<file path="config.mk">
export PLATFORM = sky130hd
export DESIGN_NAME = base64_stream_decoder
export DESIGN_NICKNAME = d
export VERILOG_FILES = /design/src/sv/b64d_pkg.sv /design/src/sv/b64d_lookup.sv /design/src/sv/b64d_core.sv /design/src/sv/base64_stream_decoder.sv
export SDC_FILE = /design/constraint.sdc
export NUM_CORES = 1
export LEC_CHECK = 0
export BUFFER_PORTS_ARGS = -buffer_cell sky130_fd_sc_hd__buf_2
export CORE_ASPECT_RATIO = 0.9
export CORE_UTILIZATION = 30
export DETAILED_ROUTE_END_ITERATION = 10
export SYNTH_ARGS = -nofsm -noshare
export SYNTH_HDL_FRONTEND = slang
export SYNTH_SLANG_ARGS = --single-unit
export TNS_END_PERCENT = 5
</file>
<file path="constraint.sdc">
create_clock -name clk_i -period 4.3 [get_ports clk_i]
set_clock_uncertainty 0.2 [all_clocks]
set_input_delay 0.645 -clock clk_i [delete_from_list [all_inputs] [get_ports clk_i]]
set_output_delay 0.645 -clock clk_i [all_outputs]
set_load 0.01 [all_outputs]
</file>
<file path="src/sv/b64d_pkg.sv">
// Shared types, constants and the alphabet lookup function for the base64 stream decoder.
// No dependencies.
package b64d_pkg;

  localparam int unsigned CharW   = 8;
  localparam int unsigned SextetW = 6;
  localparam int unsigned AccW    = 12;
  localparam int unsigned PendW   = 4;
  localparam int unsigned CountW  = 13;
  localparam int unsigned InDataW = 8;
  localparam int unsigned OutDataW = 24;

  localparam logic [CharW-1:0]  ChNul     = 8'd0;
  localparam logic [CharW-1:0]  ChNewline = 8'd10;
  localparam logic [CountW-1:0] MaxOutput = 13'd4096;
  localparam logic [CountW-1:0] MaxBytesReset = 13'd4096;
  localparam logic [PendW-1:0]  ByteBits  = 4'd8;

  // Classified character.
  typedef struct packed {
    logic               is_term;
    logic               is_sym;
    logic [SextetW-1:0] sextet;
  } sym_t;

  // One result as it leaves the core.
  typedef struct packed {
    logic              vld;
    logic              last;
    logic [7:0]        data;
    logic [CountW-1:0] count;
  } res_t;

  function automatic sym_t classify(input logic [CharW-1:0] c);
    sym_t s;
    s.is_term = (c == ChNul) || (c == ChNewline);
    s.is_sym  = 1'b1;
    s.sextet  = '0;
    if (c >= 8'h41 && c <= 8'h5A) begin
      s.sextet = SextetW'(c - 8'h41);
    end else if (c >= 8'h61 && c <= 8'h7A) begin
      s.sextet = SextetW'(c - 8'h61 + 8'd26);
    end else if (c >= 8'h30 && c <= 8'h39) begin
      s.sextet = SextetW'(c - 8'h30 + 8'd52);
    end else if (c == 8'h2B) begin
      s.sextet = 6'd62;
    end else if (c == 8'h2F) begin
      s.sextet = 6'd63;
    end else begin
      s.is_sym = 1'b0;
    end
    return s;
  endfunction

endpackage

</file>
<file path="src/sv/b64d_lookup.sv">
// Character classifier: terminator detection and base64 alphabet lookup.
// Depends on b64d_pkg.
module b64d_lookup (
  input  logic [b64d_pkg::CharW-1:0] char_i,
  output b64d_pkg::sym_t             sym_o
);
  import b64d_pkg::*;

  always_comb begin
    sym_o = classify(char_i);
  end

endmodule

</file>
<file path="src/sv/b64d_core.sv">
// Decoder state (bit accumulator, pending bits, byte count) and per-character result.
// Depends on b64d_pkg.
module b64d_core (
  input  logic                        clk_i,
  input  logic                        rst_ni,
  input  logic                        take_i,
  input  b64d_pkg::sym_t              sym_i,
  input  logic [b64d_pkg::CountW-1:0] max_bytes_i,
  output b64d_pkg::res_t              res_o
);
  import b64d_pkg::*;

  logic [AccW-1:0]   acc_q, acc_d;
  logic [PendW-1:0]  pend_q, pend_d;
  logic [CountW-1:0] cnt_q, cnt_d;
  logic [CountW-1:0] limit;
  logic [AccW-1:0]   acc_sh;
  logic [PendW-1:0]  pend_sum;
  logic [PendW-1:0]  pend_left;
  logic [AccW-1:0]   byte_sh;

  assign limit     = (max_bytes_i > MaxOutput) ? MaxOutput : max_bytes_i;
  assign acc_sh    = {acc_q[AccW-SextetW-1:0], sym_i.sextet};
  assign pend_sum  = pend_q + PendW'(SextetW);
  assign pend_left = pend_sum - ByteBits;
  assign byte_sh   = acc_sh >> pend_left;

  always_comb begin
    acc_d  = acc_q;
    pend_d = pend_q;
    cnt_d  = cnt_q;
    res_o  = '0;
    if (sym_i.is_term) begin
      // end marker carries the count; drop trailing bits
      res_o.vld   = 1'b1;
      res_o.last  = 1'b1;
      res_o.count = cnt_q;
      acc_d  = '0;
      pend_d = '0;
      cnt_d  = '0;
    end else if (sym_i.is_sym && (cnt_q < limit)) begin
      acc_d = acc_sh;
      if (pend_sum < ByteBits) begin
        pend_d = pend_sum;
      end else begin
        pend_d      = pend_left;
        cnt_d       = cnt_q + 1'b1;
        res_o.vld   = 1'b1;
        res_o.data  = byte_sh[7:0];
        res_o.count = cnt_q + 1'b1;
      end
    end
  end

  always_ff @(posedge clk_i or negedge rst_ni) begin
    if (!rst_ni) begin
      acc_q  <= '0;
      pend_q <= '0;
      cnt_q  <= '0;
    end else if (take_i) begin
      acc_q  <= acc_d;
      pend_q <= pend_d;
      cnt_q  <= cnt_d;
    end
  end

endmodule

</file>
<file path="src/sv/base64_stream_decoder.sv">
// Top level of the base64 stream decoder: input register, core, result register, config.
// Depends on b64d_pkg, b64d_lookup and b64d_core.
//
//  port group  | dir | payload
//  s_axis      | in  | tdata[7:0] char_in
//  m_axis      | out | tdata[7:0] out_byte, [20:8] byte_count; tlast is_end
//  cfg         | in  | cfg_wdata_i[12:0] max_bytes (limit saturates at 4096)
//
// One character per cycle while the output is not stalled: a beat sits in the
// input register, is decoded and folded into the state, and its result lands in the
// output register.
// A stalled output holds the result register and then the input register.
// Reset clears the decoder state and sets max_bytes to 4096.
module base64_stream_decoder (
  input  logic                          clk_i,
  input  logic                          rst_ni,
  input  logic                          s_axis_tvalid_i,
  output logic                          s_axis_tready_o,
  input  logic [b64d_pkg::InDataW-1:0]  s_axis_tdata_i,  // [7:0] char_in
  output logic                          m_axis_tvalid_o,
  input  logic                          m_axis_tready_i,
  output logic [b64d_pkg::OutDataW-1:0] m_axis_tdata_o,  // [7:0] out_byte, [20:8] byte_count
  output logic                          m_axis_tlast_o,  // is_end
  input  logic                          cfg_we_i,
  input  logic [b64d_pkg::CountW-1:0]   cfg_wdata_i      // max_bytes
);
  import b64d_pkg::*;

  logic              in_vld_q;
  logic [CharW-1:0]  in_char_q;
  logic              out_vld_q;
  logic              out_last_q;
  logic [7:0]        out_byte_q;
  logic [CountW-1:0] out_cnt_q;
  logic [CountW-1:0] max_bytes_q;
  logic              out_free;
  logic              take;
  sym_t              sym;
  res_t              res;

  assign out_free        = !out_vld_q || m_axis_tready_i;
  assign take            = in_vld_q && out_free;
  assign s_axis_tready_o = !in_vld_q || out_free;

  b64d_lookup u_lookup (
    .char_i (in_char_q),
    .sym_o  (sym)
  );

  b64d_core u_core (
    .clk_i       (clk_i),
    .rst_ni      (rst_ni),
    .take_i      (take),
    .sym_i       (sym),
    .max_bytes_i (max_bytes_q),
    .res_o       (res)
  );

  always_ff @(posedge clk_i or negedge rst_ni) begin
    if (!rst_ni) begin
      in_vld_q    <= 1'b0;
      out_vld_q   <= 1'b0;
      max_bytes_q <= MaxBytesReset;
    end else begin
      if (cfg_we_i) begin
        max_bytes_q <= cfg_wdata_i;
      end
      if (s_axis_tready_o) begin
        in_vld_q <= s_axis_tvalid_i;
      end
      if (out_free) begin
        out_vld_q <= take && res.vld;
      end
    end
  end

  // payload: no reset needed
  always_ff @(posedge clk_i) begin
    if (s_axis_tready_o && s_axis_tvalid_i) begin
      in_char_q <= s_axis_tdata_i[CharW-1:0];
    end
    if (take && res.vld) begin
      out_last_q <= res.last;
      out_byte_q <= res.data;
      out_cnt_q  <= res.count;
    end
  end

  assign m_axis_tvalid_o = out_vld_q;
  assign m_axis_tlast_o  = out_last_q;
  assign m_axis_tdata_o  = {(OutDataW - CountW - 8)'(0), out_cnt_q, out_byte_q};

endmodule
</file>
==> Word level (Yosys, flattened, before mapping) <==
Index checks and enable logic that the tools add are counted.
{ "totals": {"output_inout_bits": 27, "elab_cells": 76, "inputBits": 26, "register_bits": 68} }
{ "op_classes": {"n_eq_ne": 4, "n_bitwise": 1, "n_mux": 26, "n_reduce_logical": 17, "magnitude_cmp": 9, "add_sub_neg": 8, "shifts": 1} }
{ "ops": {"columns": ["cell", "n"], "rows": [
  ["$mux W13", 7],
  ["$mux W6", 7],
  ["$eq A8 B6 Y1 const B", 2],
  ["$ge A8 B7 Y1 const B", 2],
  ["$le A8 B7 Y1 const B", 2],
  ["$add A13 B1 Y13 const B", 1],
  ["$gt A13 B13 Y1 const B", 1],
  ["$lt A13 B13 Y1", 1],
  ["$mux W4", 3],
  ["$shr A12 B4 Y8", 1],
  ["$sub A6 B6 Y6 const B", 2],
  ["$mux W1", 9],
  ["$eq A8 B4 Y1 const B", 1],
  ["$ge A8 B6 Y1 const B", 1],
  ["$le A8 B6 Y1 const B", 1],
  ["$logic_not A8 Y1", 1],
  ["$logic_and A1 B1 Y1", 7],
  ["$add A6 B5 Y6 const B", 1],
  ["$add A6 B6 Y6 const B", 1],
  ["$sub A6 B1 Y6 const B", 1],
  ["$add A4 B3 Y4 const B", 1],
  ["$lt A4 B4 Y1 const B", 1],
  ["$sub A4 B4 Y4 const B", 1],
  ["$logic_or A1 B1 Y1", 3],
  ["other kinds (7)", 8]
]} }

==> Depth between registers and ports, before layout <==
{ "logic_depth": {"depth_word": 10, "ltp_mapped": 12, "mapped_depth_nobuf": 9} }

==> Cells and area by module <==
A second synthesis with hierarchy kept.
{ "unflattened": {"cells_unflattened": 395, "hier_area_um2": 4041.4} }
{ "modules_own_cells": {"columns": ["mod", "seq_area_each_um2", "n_inst", "cells_each", "area_each_um2"], "rows": [
  ["b64d_core", 525.5, 1, 244, 1938.1],
  ["base64_stream_decoder", 1277.5, 1, 71, 1545.2],
  ["b64d_lookup", 0.0, 1, 80, 558.0]
]} }

==> Worst setup path before layout <==
OpenSTA, ideal clock, no wires.
{ "synth_timing": {"path_kind": "register to register", "from": "register max_bytes_q[12]", "to": "register out_last_q (netlist: m_axis_tlast_o), enable pin", "arrival_ns": 3.132, "path_slack_ns": 0.558, "setup_time_ns": 0.410, "required_ns": 3.690, "period_less_slack_ns": 3.742, "path_stages_with_launch": 11, "path_buffers": 2, "cell_sequence": "dfstp_2 > inv_1 > clkbuf_1 > nand2_1 > ha_1 > a21o_1 > a21o_1 > a221oi_2 > o2111ai_2 > buf_6 > a21oi_1"} }
{ "synth_via": {"elab_chain_cells": 7} }
{ "synth_lines": {"columns": ["item", "line", "rtl"], "rows": [
  ["from (decl)", "base64_stream_decoder.sv:35", "logic [CountW-1:0] max_bytes_q;"],
  ["from (signal assigned)", "base64_stream_decoder.sv:63", "max_bytes_q <= MaxBytesReset;"],
  ["from (signal assigned)", "base64_stream_decoder.sv:66", "max_bytes_q <= cfg_wdata_i;"],
  ["$gt A13 B13 Y1", "b64d_core.sv:22", "assign limit = (max_bytes_i > MaxOutput) ? MaxOutput : max_bytes_i;"],
  ["$mux W13 *", "b64d_core.sv:22", null],
  ["$lt A13 B13 Y1 *", "b64d_core.sv:41", "end else if (sym_i.is_sym && (cnt_q < limit)) begin"],
  ["$logic_and A1 B1 Y1 *", "b64d_core.sv:41", null],
  ["$mux W1 *", "b64d_core.sv:41", null],
  ["$mux W1 *", "b64d_core.sv:33", "if (sym_i.is_term) begin"],
  ["$logic_and A1 B1 Y1 *", "base64_stream_decoder.sv:82", "if (take && res.vld) begin"],
  ["to (signal assigned)", "base64_stream_decoder.sv:83", "out_last_q <= res.last;"],
  ["to (decl)", "base64_stream_decoder.sv:32", "logic out_last_q;"]
]} }
Every way passes the cells marked *; elsewhere a longest branch is shown, timed or not.
A chain may end at the register's enable or synchronous reset.

==> Final worst setup path <==
{ "layout_timing": {"from": "register max_bytes_q[12]", "to": "register u_core.cnt_q[9]"} }
{ "layout_via": {"elab_chain_cells": 6} }
{ "layout_lines": {"columns": ["item", "line", "rtl"], "rows": [
  ["$gt A13 B13 Y1", "b64d_core.sv:22", null],
  ["$mux W13 *", "b64d_core.sv:22", null],
  ["$lt A13 B13 Y1 *", "b64d_core.sv:41", null],
  ["$logic_and A1 B1 Y1 *", "b64d_core.sv:41", null],
  ["$reduce_bool A2 Y1 (no source line) *", null, null],
  ["$reduce_and A3 Y1 (no source line) *", null, null],
  ["to (signal assigned)", "b64d_core.sv:63", "cnt_q <= cnt_d;"],
  ["to (decl)", "b64d_core.sv:15", "logic [CountW-1:0] cnt_q, cnt_d;"]
]} }
Marked as above.

==> results.md <==
* Outcome: finished, final reports clean
* Post-layout util at 0.364
* Maximum clock frequency at 0.286 GHz
* Wire length of the first global-routing pass at 14400 um
* Initial antenna violation count at 0
* Synthesized netlist cell count at 384
* Root buffer cell: clkbuf_16
* Minimum setup slack among reg-to-reg paths at 0.81 ns
* Most frequent standard cell in the layout excluding fill and tap cells: buf_2
* Worst EP arrival at 3.56 ns
* TNS Setup at 0 ns
* Startpoint class of the critical path: flip-flop
* Total wirelength of the detailed-routed design at 8680 um
* Warning count from the yosys run at 0
* Max-slew headroom at the worst pin at 0.383
* Fraction of final layout cells sized beyond drive strength 1 at 0.236
* Cell repeated most along the worst path: a21o_1
* Vertical extent of the die at 111 um
* Area enclosed by the die boundary at 13700 um2
* Router iterations before antenna repair at 4
* Starting density of the core at 0.310
* Number of global-route vias before repair at 2854
* Max clock buf depth at 2
* TritonCTS clock tree: built
* Reg2reg path depth at 10
* Power density over the cells at 466 nW/um2
* Psw at 0.682 mW
* Min-delay worst type: primary input to async pin
* Average footprint of a synthesized cell at 10.3 um2
* Fraction of the cycle the final worst path needs at 0.812
* Worst r2r src: max_bytes_q[12]
* Total vias in the final route at 3074
* Count of nets left with antenna violations after detail routing at 0
* H-tree levels at 3
* Post-synthesis async set-or-reset flop share at 0.545
* Final Setup Violations at 0
* Post-synthesis sequential element count at 66
* Post-cts resize count at 0
* LEAKAGE at 1.95 nW
* Commonest non-fill, non-tap cells in the layout: buf_2 (49), nand2_1 (44), dfrtp_1 (35)
* Antenna fix cells at 0
* Initial detailed-routing violation count at 175
* Met1 global-route usage at 0.206
* Design internal power at 1.49 mW
* Worst Path Max Fanout at 20
* Final Hold Viols at 0
* Reg clk slew, reported paths at 0.06 ns
* Total routing usage reported by global routing at 0.136
* DP HPWL at 6340 um
* Total Nets Final at 475
* Endpoint of the worst-slack reg-to-reg timing path: u_core.cnt_q[9]
* Area added between synthesis and finish at 17.3%
* Met2 track utilization from global routing at 0.183
* Num Clock Sinks at 66
* Portion of the post-synthesis area used by sequential elements at 0.455
* Critical-path cell with the highest stage delay: dfstp_2
* Combinational group share of total power at 0.252
* Syn Std Cell Area at 3970 um2
* RePlAce Congestion at 0.892
* Total of max-cap violations at 0
* Cell breakdown of the critical path: inv_1 -> nand2_1 -> ha_1 -> a21o_1 -> a21o_1 -> a221oi_2 -> o2111ai_2 -> buf_4 -> or4_1 -> nand3_1
* Least-Margin Pin Slew at 0.926 ns
* Post-CTS Setup Inserts at 0
* CP endpoint kind: flip-flop
* Critical path data required time at 4.36 ns
* Total CTS buffers at 9
* Width of the die at 123 um
* Main flop type after synthesis: dfrtp_1
* Worst skew pair latency at 0.33 ns
* Power share of the clock group at 0.369
* Final min period at 3.49 ns
* Post-route worst hold slack at 0.218 ns
* RSZ-0062 raised after global routing: false
* Start-to-end type of the worst setup path: flip-flop to flip-flop
* Most used routing layer in global routing: met1
* Post-route DRC violation count at 0
* Maximum number of pins on one net before global-route repair at 37
* Worst supply voltage drop on vdd at 0.257 mV
* GR Util met3 at 0.0386
* Number of buffers added on ports at 49
* Number of flops mapped to enable cells by yosys at 30
* Area of the core at 12800 um2
* Number of slew-limit violations in the final report at 0
* Switching share of total power at 0.315
* Delay of the slowest critical-path stage at 0.52 ns
* Mean number of vias per cell at 5.16
* Post-synth cell types at 62
* Wire length per cell after detailed routing at 14.6 um
* Share of power burned in registers at 0.379
* Std-Cell Rows at 39
* Post-CTS Hold Buffers at 0
* Total overflow reported by the global router at 0
* Overall Power at 2.17 mW
* I/O pin count at 53
[cell type report]
| cell class | instances | area [um2] |
|---|---|---|
| Sequential cell | 66 | 1800 |
| Clock buffer | 10 | 239 |
| Fill cell | 1292 | 8130 |
| Tap cell | 164 | 205 |
| Multi-Input combinational cell | 274 | 1950 |
| Clock inverter | 6 | 90.1 |
| Timing Repair Buffer | 54 | 283 |
| Inverter | 22 | 82.6 |
[registers in the layout, summed over array words and instances (netlist names)]
name             cells
in_char_q            8
u_core.cnt_q        13
out_cnt_q           13
u_core.acc_q         6
m_axis_tlast_o       1
out_byte_q           8
u_core.pend_q        2
in_vld_q             1
max_bytes_q         13
m_axis_tvalid_o      1
[routing by layer]
| metal | share of wire | wire length (um) |
|---|---|---|
| met5 | 0 | 0 |
| met4 | 0.013 | 111 |
| met3 | 0.068 | 592 |
| met2 | 0.41 | 3550 |
| met1 | 0.51 | 4430 |
[worst max-delay path by stage]
stage               startpoint              end  slack (ns)  cells past startpoint
2_1_floorplan  max_bytes_q[12]   m_axis_tlast_o        0.56                     10
3_3_place_gp   max_bytes_q[12]  u_core.cnt_q[9]        0.89                     10
3_5_place_dp   max_bytes_q[12]  u_core.cnt_q[9]        0.83                     10
4_1_cts        max_bytes_q[12]  u_core.cnt_q[9]        0.81                     10
5_1_grt        max_bytes_q[12]  u_core.cnt_q[9]        0.53                     10
6_report       max_bytes_q[12]  u_core.cnt_q[9]        0.81                     10
[cells in the mapped netlist (2+ instances only)]
cell / number / area [um2]
nor3_1: 10 / 50.1
and3_1: 7 / 43.8
o21bai_1: 2 / 15.0
a221o_1: 2 / 20.0
a21o_1: 7 / 52.6
nand3_1: 19 / 95.1
a31oi_1: 7 / 43.8
a21oi_1: 18 / 90.1
ha_1: 22 / 275
nand2b_1: 3 / 18.8
nand4_1: 3 / 18.8
o21ba_2: 2 / 20.0
xnor2_1: 3 / 26.3
o22ai_1: 6 / 37.5
o21ai_0: 14 / 70.1
nand2_1: 44 / 165
o2111a_1: 2 / 22.5
buf_2: 4 / 20.0
a22oi_1: 8 / 60.1
o211ai_1: 13 / 97.6
clkbuf_8: 2 / 27.5
inv_1: 21 / 78.8
nor3b_1: 3 / 22.5
and2_1: 6 / 37.5
nor2_1: 13 / 48.8
mux4_2: 3 / 67.6
a311o_1: 2 / 20.0
or4_1: 3 / 22.5
nor2b_1: 3 / 18.8
edfxtp_1: 30 / 901
buf_6: 2 / 22.5
dfrtp_1: 35 / 876
buf_4: 3 / 22.5
clkbuf_1: 12 / 45.0
mux2i_1: 7 / 70.1
mux2_2: 15 / 169
nor4_1: 3 / 18.8
[logic make-up after synthesis]
family,Yosys count,synth area share
AND/OR/NAND/NOR,123,0.157
AO/OA/AOI/OAI,98,0.177
flip-flops,66,0.455
buffers and inverters,46,0.0568
multiplexers,25,0.0773
adder cells (fa/ha/maj),22,0.0694
XOR/XNOR,3,0.00663
other,1,0.000945
[power groups by stage]
stage	Combinational [mW]	Clock, mW	Sequential, mW
after detailed placement	0.544	0	0.830
after global routing	0.622	0.847	0.832
after floorplan	0.463	0	0.793
after CTS	0.547	0.818	0.819
after global placement	0.532	0	0.828
final	0.547	0.801	0.821
[worst max-delay path, delay by kind of cell, from the launching register on]
kind / cells / cell delay, ns
buf+inv: 2 / 0.53
compound gates: 4 / 1.21
fa+ha+maj: 1 / 0.25
flops: 1 / 0.52
simple gates: 3 / 0.73
[per-stage QoR]
| step | area [um2] | setup WS [ns] | cells |
|---|---|---|---|
| after floorplan | 3970 | 0.558 | 386 |
| after global placement | 4320 | 0.885 | 580 |
| after detailed placement | 4320 | 0.829 | 580 |
| after CTS | 4650 | 0.812 | 596 |
| after global routing | 4650 | 0.528 | 596 |
| final | 4650 | 0.808 | 596 |
(Power assumes the default switching activity.)
